### config.mk
export PLATFORM = sky130hd
export DESIGN_NAME = linear_congruence_solver_core
export DESIGN_NICKNAME = d
export VERILOG_FILES = /design/src/sv/lcs_pkg.sv /design/src/sv/linear_congruence_solver_core.sv
export SDC_FILE = /design/constraint.sdc
export NUM_CORES = 2
export LEC_CHECK = 0
export BUFFER_PORTS_ARGS = -buffer_cell sky130_fd_sc_hd__buf_4
export CAP_MARGIN = 10
export CORE_ASPECT_RATIO = 1.4
export CORE_MARGIN = 8
export CORE_UTILIZATION = 35
export CTS_BUF_LIST = sky130_fd_sc_hd__clkbuf_4 sky130_fd_sc_hd__clkbuf_8
export CTS_CLUSTER_SIZE = 25
export DETAILED_ROUTE_END_ITERATION = 6
export GPL_ROUTABILITY_DRIVEN = 1
export SETUP_SLACK_MARGIN = 0.1
export SYNTH_ARGS = -nofsm -noshare
export SYNTH_HDL_FRONTEND = slang
export SYNTH_SLANG_ARGS = --single-unit
### constraint.sdc
create_clock -name clk -period 18.8 [get_ports clk]
set_input_delay 3.76 -clock clk [delete_from_list [all_inputs] [get_ports clk]]
set_output_delay 3.76 -clock clk [all_outputs]
set_load 0.02 [all_outputs]
### src/sv/lcs_pkg.sv
package lcs_pkg;

    localparam int FIELD_BITS = 64;
    localparam int WORD_BITS = 64;
    localparam int CNT_BITS = $clog2(WORD_BITS);

    typedef logic [WORD_BITS-1:0] word_t;

    typedef struct packed {
        logic [FIELD_BITS-1:0] value;
        logic [FIELD_BITS-1:0] modulus;
        logic [FIELD_BITS-1:0] rhs;
    } lcs_req_t;

    typedef struct packed {
        logic [FIELD_BITS-1:0] solution;
        logic                  no_solution;
    } lcs_rsp_t;

endpackage

### src/sv/linear_congruence_solver_core.sv
// Linear congruence solver: for each request transaction (value a, modulus m,
// right-hand side c) one response transaction returns x in [0, m) with
// a*x == c (mod m), or no_solution with x = 0 when m < 2 or gcd(a, m) != 1.
// Both channels use valid/ready; req_ready is high only while the core is idle.
// All arithmetic runs on one shared adder and one shared subtractor under a
// sequencer. Restoring division reduces a and c modulo m, each Euclid step
// divides with the same restoring divider and forms the next Bezout coefficient
// by shift-and-add over the quotient bits, and the final modular product
// doubles modulo m for every bit of c, MSB first, and adds the inverse for
// each set bit. An m below 2 goes straight to the result. One request is in
// flight.
// The response sits in an output register; while the receiver stalls, a new
// request may still be taken and computed, and its result waits in the core
// until the output register frees up. Reset returns the sequencer to idle and
// drops rsp_valid.
module linear_congruence_solver_core
    import lcs_pkg::*;
(
    input  logic     clk,
    input  logic     rst_n,
    input  logic     req_valid,
    output logic     req_ready,
    input  lcs_req_t req_data,
    output logic     rsp_valid,
    input  logic     rsp_ready,
    output lcs_rsp_t rsp_data
);

    localparam logic [3:0] S_IDLE    = 4'd0;
    localparam logic [3:0] S_RED_A   = 4'd1;
    localparam logic [3:0] S_RED_C   = 4'd2;
    localparam logic [3:0] S_EUC_CHK = 4'd3;
    localparam logic [3:0] S_EUC_DIV = 4'd4;
    localparam logic [3:0] S_EUC_MUL = 4'd5;
    localparam logic [3:0] S_FIX     = 4'd6;
    localparam logic [3:0] S_MM_DBL  = 4'd7;
    localparam logic [3:0] S_MM_ADD  = 4'd8;
    localparam logic [3:0] S_DONE    = 4'd9;

    localparam logic [CNT_BITS-1:0] CNT_LAST = CNT_BITS'(WORD_BITS - 1);

    logic [3:0]          state_reg, state_next;
    logic [CNT_BITS-1:0] cnt_reg, cnt_next;
    word_t               m_reg, m_next;
    word_t               c_reg, c_next;
    word_t               r0_reg, r0_next;
    word_t               r1_reg, r1_next;
    word_t               t0_reg, t0_next;
    word_t               t1_reg, t1_next;
    logic                neg0_reg, neg0_next;
    logic                neg1_reg, neg1_next;
    word_t               rem_reg, rem_next;
    word_t               quo_reg, quo_next;
    word_t               d_reg, d_next;
    word_t               mq_reg, mq_next;
    word_t               mt_reg, mt_next;
    word_t               acc_reg, acc_next;
    logic                none_reg, none_next;
    logic                rsp_valid_reg, rsp_valid_next;
    lcs_rsp_t            rsp_data_reg, rsp_data_next;

    logic [WORD_BITS:0]   add_x, add_y, add_sum;
    logic [WORD_BITS:0]   sub_x, sub_y;
    logic [WORD_BITS+1:0] sub_diff;
    logic                 sub_ge;
    logic [WORD_BITS:0]   div_shift;
    word_t                div_rem_step;
    word_t                div_quo_step;
    word_t                addmod_res;
    word_t                req_value, req_modulus, req_rhs;
    word_t                inv_mag;

    assign req_value   = req_data.value[WORD_BITS-1:0];
    assign req_modulus = req_data.modulus[WORD_BITS-1:0];
    assign req_rhs     = req_data.rhs[WORD_BITS-1:0];

    assign div_shift = {rem_reg, quo_reg[WORD_BITS-1]};

    always_comb
    begin
        add_x = {1'b0, acc_reg};
        add_y = {1'b0, mt_reg};
        if (state_reg == S_MM_DBL)
        begin
            add_y = {1'b0, acc_reg};
        end
        add_sum = add_x + add_y;

        sub_x = add_sum;
        sub_y = {1'b0, m_reg};
        if (state_reg inside {S_RED_A, S_RED_C, S_EUC_DIV})
        begin
            sub_x = div_shift;
            sub_y = {1'b0, d_reg};
        end
        else if (state_reg == S_FIX)
        begin
            sub_x = {1'b0, m_reg};
            sub_y = {1'b0, inv_mag};
        end
        sub_diff = {1'b0, sub_x} - {1'b0, sub_y};
        sub_ge   = !sub_diff[WORD_BITS+1];
    end

    assign div_rem_step = sub_ge ? sub_diff[WORD_BITS-1:0] : div_shift[WORD_BITS-1:0];
    assign div_quo_step = {quo_reg[WORD_BITS-2:0], sub_ge};
    assign addmod_res   = sub_ge ? sub_diff[WORD_BITS-1:0] : add_sum[WORD_BITS-1:0];
    assign inv_mag      = (t0_reg == m_reg) ? '0 : t0_reg;

    always_comb
    begin
        state_next     = state_reg;
        cnt_next       = cnt_reg;
        m_next         = m_reg;
        c_next         = c_reg;
        r0_next        = r0_reg;
        r1_next        = r1_reg;
        t0_next        = t0_reg;
        t1_next        = t1_reg;
        neg0_next      = neg0_reg;
        neg1_next      = neg1_reg;
        rem_next       = rem_reg;
        quo_next       = quo_reg;
        d_next         = d_reg;
        mq_next        = mq_reg;
        mt_next        = mt_reg;
        acc_next       = acc_reg;
        none_next      = none_reg;
        rsp_valid_next = rsp_valid_reg && !rsp_ready;
        rsp_data_next  = rsp_data_reg;

        case (state_reg)
            S_IDLE:
            begin
                if (req_valid)
                begin
                    m_next   = req_modulus;
                    c_next   = req_rhs;
                    d_next   = req_modulus;
                    quo_next = req_value;
                    rem_next = '0;
                    cnt_next = '0;
                    if (req_modulus < WORD_BITS'(2))
                    begin
                        acc_next   = '0;
                        none_next  = 1'b1;
                        state_next = S_DONE;
                    end
                    else
                    begin
                        state_next = S_RED_A;
                    end
                end
            end
            S_RED_A, S_RED_C:
            begin
                rem_next = div_rem_step;
                quo_next = div_quo_step;
                cnt_next = cnt_reg + 1'b1;
                if (cnt_reg == CNT_LAST)
                begin
                    cnt_next = '0;
                    if (state_reg == S_RED_A)
                    begin
                        r0_next    = m_reg;
                        r1_next    = div_rem_step;
                        quo_next   = c_reg;
                        rem_next   = '0;
                        state_next = S_RED_C;
                    end
                    else
                    begin
                        c_next     = div_rem_step;
                        t0_next    = '0;
                        t1_next    = WORD_BITS'(1);
                        neg0_next  = 1'b0;
                        neg1_next  = 1'b0;
                        state_next = S_EUC_CHK;
                    end
                end
            end
            S_EUC_CHK:
            begin
                if (r1_reg == '0)
                begin
                    state_next = S_FIX;
                end
                else
                begin
                    quo_next   = r0_reg;
                    d_next     = r1_reg;
                    rem_next   = '0;
                    cnt_next   = '0;
                    state_next = S_EUC_DIV;
                end
            end
            S_EUC_DIV:
            begin
                rem_next = div_rem_step;
                quo_next = div_quo_step;
                cnt_next = cnt_reg + 1'b1;
                if (cnt_reg == CNT_LAST)
                begin
                    cnt_next   = '0;
                    r0_next    = r1_reg;
                    r1_next    = div_rem_step;
                    mq_next    = div_quo_step;
                    mt_next    = t1_reg;
                    acc_next   = t0_reg;
                    state_next = S_EUC_MUL;
                end
            end
            S_EUC_MUL:
            begin
                if (mq_reg == '0)
                begin
                    t0_next    = t1_reg;
                    t1_next    = acc_reg;
                    neg0_next  = neg1_reg;
                    neg1_next  = !neg1_reg;
                    state_next = S_EUC_CHK;
                end
                else
                begin
                    if (mq_reg[0])
                    begin
                        acc_next = add_sum[WORD_BITS-1:0];
                    end
                    mq_next = mq_reg >> 1;
                    mt_next = mt_reg << 1;
                end
            end
            S_FIX:
            begin
                if (r0_reg != WORD_BITS'(1))
                begin
                    acc_next   = '0;
                    none_next  = 1'b1;
                    state_next = S_DONE;
                end
                else
                begin
                    if (neg0_reg && (inv_mag != '0))
                    begin
                        mt_next = sub_diff[WORD_BITS-1:0];
                    end
                    else
                    begin
                        mt_next = inv_mag;
                    end
                    acc_next   = '0;
                    none_next  = 1'b0;
                    cnt_next   = '0;
                    state_next = S_MM_DBL;
                end
            end
            S_MM_DBL, S_MM_ADD:
            begin
                acc_next = addmod_res;
                if ((state_reg == S_MM_DBL) && c_reg[WORD_BITS-1])
                begin
                    state_next = S_MM_ADD;
                end
                else
                begin
                    c_next   = c_reg << 1;
                    cnt_next = cnt_reg + 1'b1;
                    if (cnt_reg == CNT_LAST)
                    begin
                        state_next = S_DONE;
                    end
                    else
                    begin
                        state_next = S_MM_DBL;
                    end
                end
            end
            S_DONE:
            begin
                if (!rsp_valid_reg || rsp_ready)
                begin
                    rsp_valid_next         = 1'b1;
                    rsp_data_next.solution = FIELD_BITS'(acc_reg);
                    rsp_data_next.no_solution = none_reg;
                    state_next             = S_IDLE;
                end
            end
            default:
            begin
                state_next = S_IDLE;
            end
        endcase
    end

    always_ff @(posedge clk or negedge rst_n)
    begin
        if (!rst_n)
        begin
            state_reg     <= S_IDLE;
            cnt_reg       <= '0;
            rsp_valid_reg <= 1'b0;
        end
        else
        begin
            state_reg     <= state_next;
            cnt_reg       <= cnt_next;
            rsp_valid_reg <= rsp_valid_next;
        end
    end

    always_ff @(posedge clk)
    begin
        m_reg        <= m_next;
        c_reg        <= c_next;
        r0_reg       <= r0_next;
        r1_reg       <= r1_next;
        t0_reg       <= t0_next;
        t1_reg       <= t1_next;
        neg0_reg     <= neg0_next;
        neg1_reg     <= neg1_next;
        rem_reg      <= rem_next;
        quo_reg      <= quo_next;
        d_reg        <= d_next;
        mq_reg       <= mq_next;
        mt_reg       <= mt_next;
        acc_reg      <= acc_next;
        none_reg     <= none_next;
        rsp_data_reg <= rsp_data_next;
    end

    assign req_ready = (state_reg == S_IDLE);
    assign rsp_valid = rsp_valid_reg;
    assign rsp_data  = rsp_data_reg;

`ifndef NO_ASSERTIONS
    a_none_zero: assert property (@(posedge clk) disable iff (!rst_n)
        (rsp_valid && rsp_data.no_solution) |-> (rsp_data.solution == '0))
        else $error("no_solution response carries a nonzero solution");

    a_div_nonzero: assert property (@(posedge clk) disable iff (!rst_n)
        (state_reg == S_RED_A || state_reg == S_RED_C || state_reg == S_EUC_DIV)
        |-> (d_reg != '0))
        else $error("divider running with a zero divisor");

    a_small_mod: assert property (@(posedge clk) disable iff (!rst_n)
        (req_valid && req_ready && (req_modulus < WORD_BITS'(2)))
        |=> (state_reg == S_DONE && none_reg))
        else $error("small modulus did not go straight to the result");

    a_bezout_bound: assert property (@(posedge clk) disable iff (!rst_n)
        (state_reg == S_EUC_MUL) |-> (acc_reg <= m_reg))
        else $error("Bezout coefficient exceeds the modulus");
`endif

endmodule
; ---- Word-level counts from Yosys, hierarchy flattened
; Cells that the tools add are included.
[op_classes]
add_sub_neg = 3
order_cmp = 1
eq_ne = 25
mux = 86
reduce_logical = 39
[op_table]
columns = operator, n
row1 = 64-bit 2-to-1 mux, 42
row2 = 64-bit case mux with 2 select lines, 6
row3 = 64-bit case mux with 4 select lines, 2
row4 = 64-bit case mux with 3 select lines, 2
row5 = 64-bit case mux with 5 select lines, 1
row6 = 65-bit 2-to-1 mux, 3
row7 = 64-bit zero test, 2
row8 = 65-bit by 65-bit subtractor with 66-bit output, 1
row9 = 64-bit by 65-bit adder with 65-bit output, 1
row10 = 64-bit == test, 1
row11 = "64-bit by 2-bit < comparator with 1-bit output, second input constant", 1
row12 = "64-bit by 1-bit inequality test with 1-bit output, second input constant", 1
row13 = 64-bit nonzero test, 1
row14 = 4-bit 2-to-1 mux, 9
row15 = 4-bit case mux with 8 select lines, 1
row16 = 6-bit 2-to-1 mux, 5
row17 = 6-bit case mux with 5 select lines, 1
row18 = "2-bit inequality test, second input constant", 11
row19 = "4-bit by 3-bit == test with 1-bit output, second input constant", 4
row20 = 5-bit AND reduction, 3
row21 = 3-bit AND reduction, 4
row22 = 4-bit AND reduction, 3
row23 = 1-bit 2-to-1 mux, 10
row24 = 2-bit nonzero test, 5
row25 = 19 further kinds, 34
[word_totals]
ff_bits = 847
inputBits = 196
output_inout_bits = 67
word_cells = 174

; ---- Logic depth before layout (Yosys ltp)
[logic_depth]
depth_word = 10
depth_mapped = 34
mapped_depth_nobuf = 29

; ---- Worst setup path before layout
; Ideal clock, no wire load.
[synth_path]
path_type = in2reg
from = in req_data[74] in the netlist's numbering
to = reg acc_reg[0] (enable)
setup_time_ns = 0.565
t_arrival_ns = 9.001
t_required_ns = 18.235
path_slack_ns = 9.234
cell_stages = 5
n_path_buf = 0
path_cell_list = nor4_1 > nand4_1 > nor4_1 > nor2_1 > nor3_1
[synth_between]
elab_chain_len = 3
[synth_lines]
columns = element, line
row1 = from (decl), linear_congruence_solver_core.sv:23  ; input lcs_req_t req_data,
row2 = 64-bit by 2-bit < comparator with 1-bit output, linear_congruence_solver_core.sv:143  ; if (req_modulus < WORD_BITS'(2))
row3 = 2-bit by 1-bit inequality test with 1-bit output (no source line), n/a
row4 = 6-bit AND reduction (no source line), n/a
row5 = to (signal assigned), linear_congruence_solver_core.sv:326  ; acc_reg <= acc_next;
row6 = to (decl), linear_congruence_solver_core.sv:57  ; word_t acc_reg, acc_next;
; Every way passes these cells.
; A chain may end at the register's enable or synchronous reset.

; ---- Worst setup path in the final report
[layout_path]
from = reg state_reg[2]
to = reg c_reg[19], data pin
[layout_between]
elab_chain_len = 10
word_cells_on_any_way = 21
classes_between = add/sub (2) / eq/ne (6) / mux (9) / reduce/logical (4)
[layout_lines]
columns = element, line
row1 = from (decl), linear_congruence_solver_core.sv:42  ; logic [3:0] state_reg, state_next;
row2 = from (signal assigned), linear_congruence_solver_core.sv:305  ; state_reg <= state_next;
row3 = 4-bit by 3-bit == test with 1-bit output, "linear_congruence_solver_core.sv:83, linear_congruence_solver_core.sv:132"
row4 = 64-bit 2-to-1 mux, linear_congruence_solver_core.sv:83  ; if (state_reg == S_MM_DBL)
row5 = 64-bit by 65-bit adder with 65-bit output, linear_congruence_solver_core.sv:87  ; add_sum = add_x + add_y;
row6 = 65-bit 2-to-1 mux, linear_congruence_solver_core.sv:96  ; else if (state_reg == S_FIX)
row7 = 65-bit 2-to-1 mux, linear_congruence_solver_core.sv:91  ; if (state_reg inside {S_RED_A, S_RED_C, S_EUC_DIV})
row8 = 65-bit by 65-bit subtractor with 66-bit output, linear_congruence_solver_core.sv:101  ; sub_diff = {1'b0, sub_x} - {1'b0, sub_y};
row9 = 64-bit 2-to-1 mux, linear_congruence_solver_core.sv:105  ; assign div_rem_step = sub_ge ? sub_diff[WORD_BITS-1:0] : div_shift[WORD_BITS-1:0];
row10 = 64-bit 2-to-1 mux, linear_congruence_solver_core.sv:163  ; if (state_reg == S_RED_A)
row11 = 64-bit 2-to-1 mux, linear_congruence_solver_core.sv:160  ; if (cnt_reg == CNT_LAST)
row12 = 64-bit case mux with 3 select lines *, linear_congruence_solver_core.sv:132  ; case (state_reg)
row13 = named net c_next[19], linear_congruence_solver_core.sv:45  ; word_t c_reg, c_next;
row14 = to (signal assigned), linear_congruence_solver_core.sv:314  ; c_reg <= c_next;
row15 = to (decl), linear_congruence_solver_core.sv:45
; Mark *: on every way through the listed nets, which the timed path passes. The rest lies on a longest branch. The select of a mux whose other input is x is not followed.

==> run summary <==
status = complete, but fails checks
failing checks = design-rule violations
CTS hold repair buffers = 0
post-cts resize count = 0
Final period util = 0.554
hold depth = 0
Buf+Inv Stages, Crit Path = 5
largest cells by area after synthesis = edfxtp_1, nand2_1, a22oi_1
reg2reg start = state_reg[2]$_DFFE_PN0P_
std cell rows = 160
Setup crit start kind = register
syn avg cell area = 10.1 µm²
Max-slew headroom = 0.206
largest net degree at the start of global routing = 130
crit path max fanout = 51
post-synth top area share = 0.525
synthesis warning total = 0
Synth top cells by count = nand2_1, edfxtp_1, nor2_1
synthesized area = 47800 µm²
Routed WL = 202000 µm
cell count after synthesis = 4722
die extent in x = 328 µm
Clock Latency Late Sink = 880 ps
hold_ws = 486 ps
Post-Route Skew = 56.3 ps
Largest register FFs = 65
hold endpoint = rsp_data[0]$_DFFE_PP_
CTS H-tree depth = 4
first-pass GRT wire length = 286000 µm
Die ar. = 149000 µm²
total track usage = 0.260
CP max stage cell = o41ai_1
cts bufs inserted = 132
worst reg2reg path depth = 30
DP HPWL = 150000 µm
clock tree sinks = 847
DR iter-0 viols = 5447
Min-Delay Path Class = register to register
Cell variety after synth = 91
Clock Path Buffers = 3
IO Count = 263
vias in the first global route = 39900
Post-synth EDFFs = 836
initial antenna violation count = 9
data required time of the worst path = 19380 ps
Hold Violations, Final = 0
Crit path largest cell delay = 1050 ps
max-capacitance violation count = 0
IO buf count = 262
vias per inst = 6.09
CP arrival = 10990 ps
root buf cell = clkbuf_8
Final nets = 5211
worst r2r dst = c_reg[19]$_DFFE_PP_
Top Family by Delay on Critical Path = compound AO/OA/AOI/OAI gates
Max Fclk = 0.0960 GHz
max-slew violations = 0
layout cells sized above 1 = 0.137
DRT Pass-1 Iters = 7
slew of the pin with the lowest slew margin = 1180 ps
core outline area = 136000 µm²
hold path start = none_reg$_SDFFCE_PN1P_
Die Ht = 453 µm
CP endpoint kind = register
CP Class = register to register
routability cong. = 0.978
Initial Util = 0.352
CP dominant cell by count = buf_4
Reg2Reg Setup Slack = 8380 ps
CTS tree = built
top-count cell post-synth = nand2_1
remaining antenna violation count after routing = 0
RSZ-0062 raised after global routing = false
wire per inst = 29.9 µm
Area growth, synth to finish = 13.7%
Seq cells post-synth = 847
DRC Markers = 1
sequential area share after synthesis = 0.531
Fin Setup TNS = 0 ps
fill cell count = 13400
Post-synth ARST share = 0.0130
Syn Nets = 5049
largest area contributor in the netlist = edfxtp_1
via count = 41300
Synth Flop Type = edfxtp_1
Setup Buffers After CTS = 0
Clock transition at path regs = 70 ps
final setup violation count = 0
grt total ovfl = 0
fin crit period = 10420 ps
==> worst reg2reg max path, delay by kind of cell, from the launching register on <==
family	cells	cell delay [ps]
AOI/OAI and AO/OA	12	3360
and+or+nand+nor	9	2830
buffers and inverters	5	1710
adders and majority gates	2	790
DFF	1	680
muxes	1	500
xor gates and xnor gates	1	280
==> how the worst max path moves through the flow <==
stage / startpoint / endpoint / slack, ps / cells after the start
3_3_place_gp: state_reg[2]$_DFFE_PN0P_ / c_reg[23]$_DFFE_PP_ / 8910 / 30
5_1_grt: state_reg[2]$_DFFE_PN0P_ / c_reg[29]$_DFFE_PP_ / 7940 / 29
4_1_cts: state_reg[2]$_DFFE_PN0P_ / c_reg[38]$_DFFE_PP_ / 8660 / 30
2_1_floorplan: req_data[74] / acc_reg[0]$_DFFE_PP_ / 9230 / 5
6_report: state_reg[2]$_DFFE_PN0P_ / c_reg[19]$_DFFE_PP_ / 8380 / 30
3_5_place_dp: state_reg[2]$_DFFE_PN0P_ / c_reg[38]$_DFFE_PP_ / 8680 / 30
==> cells by family after synthesis <==
logic type,Yosys count,synth area share
buffers and inverters,425,0.0344
DFF,847,0.531
muxes,125,0.0281
adders and majority gates,131,0.0346
and+or+nand+nor,1775,0.167
xor gates and xnor gates,167,0.0306
AOI/OAI and AO/OA,1252,0.174
==> final cells by class <==
cell class	count	area, µm²	share of cell area
inverter	113	424	0.00781
clock buffer	169	2110	0.0389
clock inverter	66	527	0.00970
tap	1782	2230	0.0411
multi-input combinational	3450	21000	0.388
timing repair buffer	340	2560	0.0472
sequential	847	25400	0.467
antenna	7	17.5	0.000323
==> layout by cell type (no fill, tap or decap), drive strengths merged, types with 23 or more instances in the layout <==
master and n:
a21o 66, a21oi 220, a22oi 282, a31oi 88, and3 147, buf 340, clkbuf 169, clkinv 45
edfxtp 836, ha 129, inv 121, mux2 70, mux2i 55, nand2 913, nand3 96, nand4 65
nor2 298, nor2b 23, nor3 39, nor4 93, o21ai 300, o21bai 34, o221ai 73, xnor2 122
xor2 45
==> routing by layer <==
| metal | wire, µm | track usage |
|---|---|---|
| met1 | 81700 | 0.344 |
| met2 | 90200 | 0.402 |
| met3 | 17100 | 0.0438 |
| met4 | 13100 | 0.151 |
| met5 | 13 | 0 |
==> stage by stage <==
| stage | cells | setup WS, ps | util | area [µm²] |
|---|---|---|---|---|
| global route | 6769 | 7940 | 0.400 | 54300 |
| global placement | 6532 | 8910 | 0.380 | 51600 |
| finish | 6774 | 8380 | 0.400 | 54300 |
| CTS | 6767 | 8660 | 0.400 | 54300 |
| detailed placement | 6532 | 8680 | 0.380 | 51600 |
| floorplan | 4722 | 9230 | - | 47800 |
Power is not shown: default switching activity piles up to over one toggle a cycle in this logic, so the estimate is an artifact.
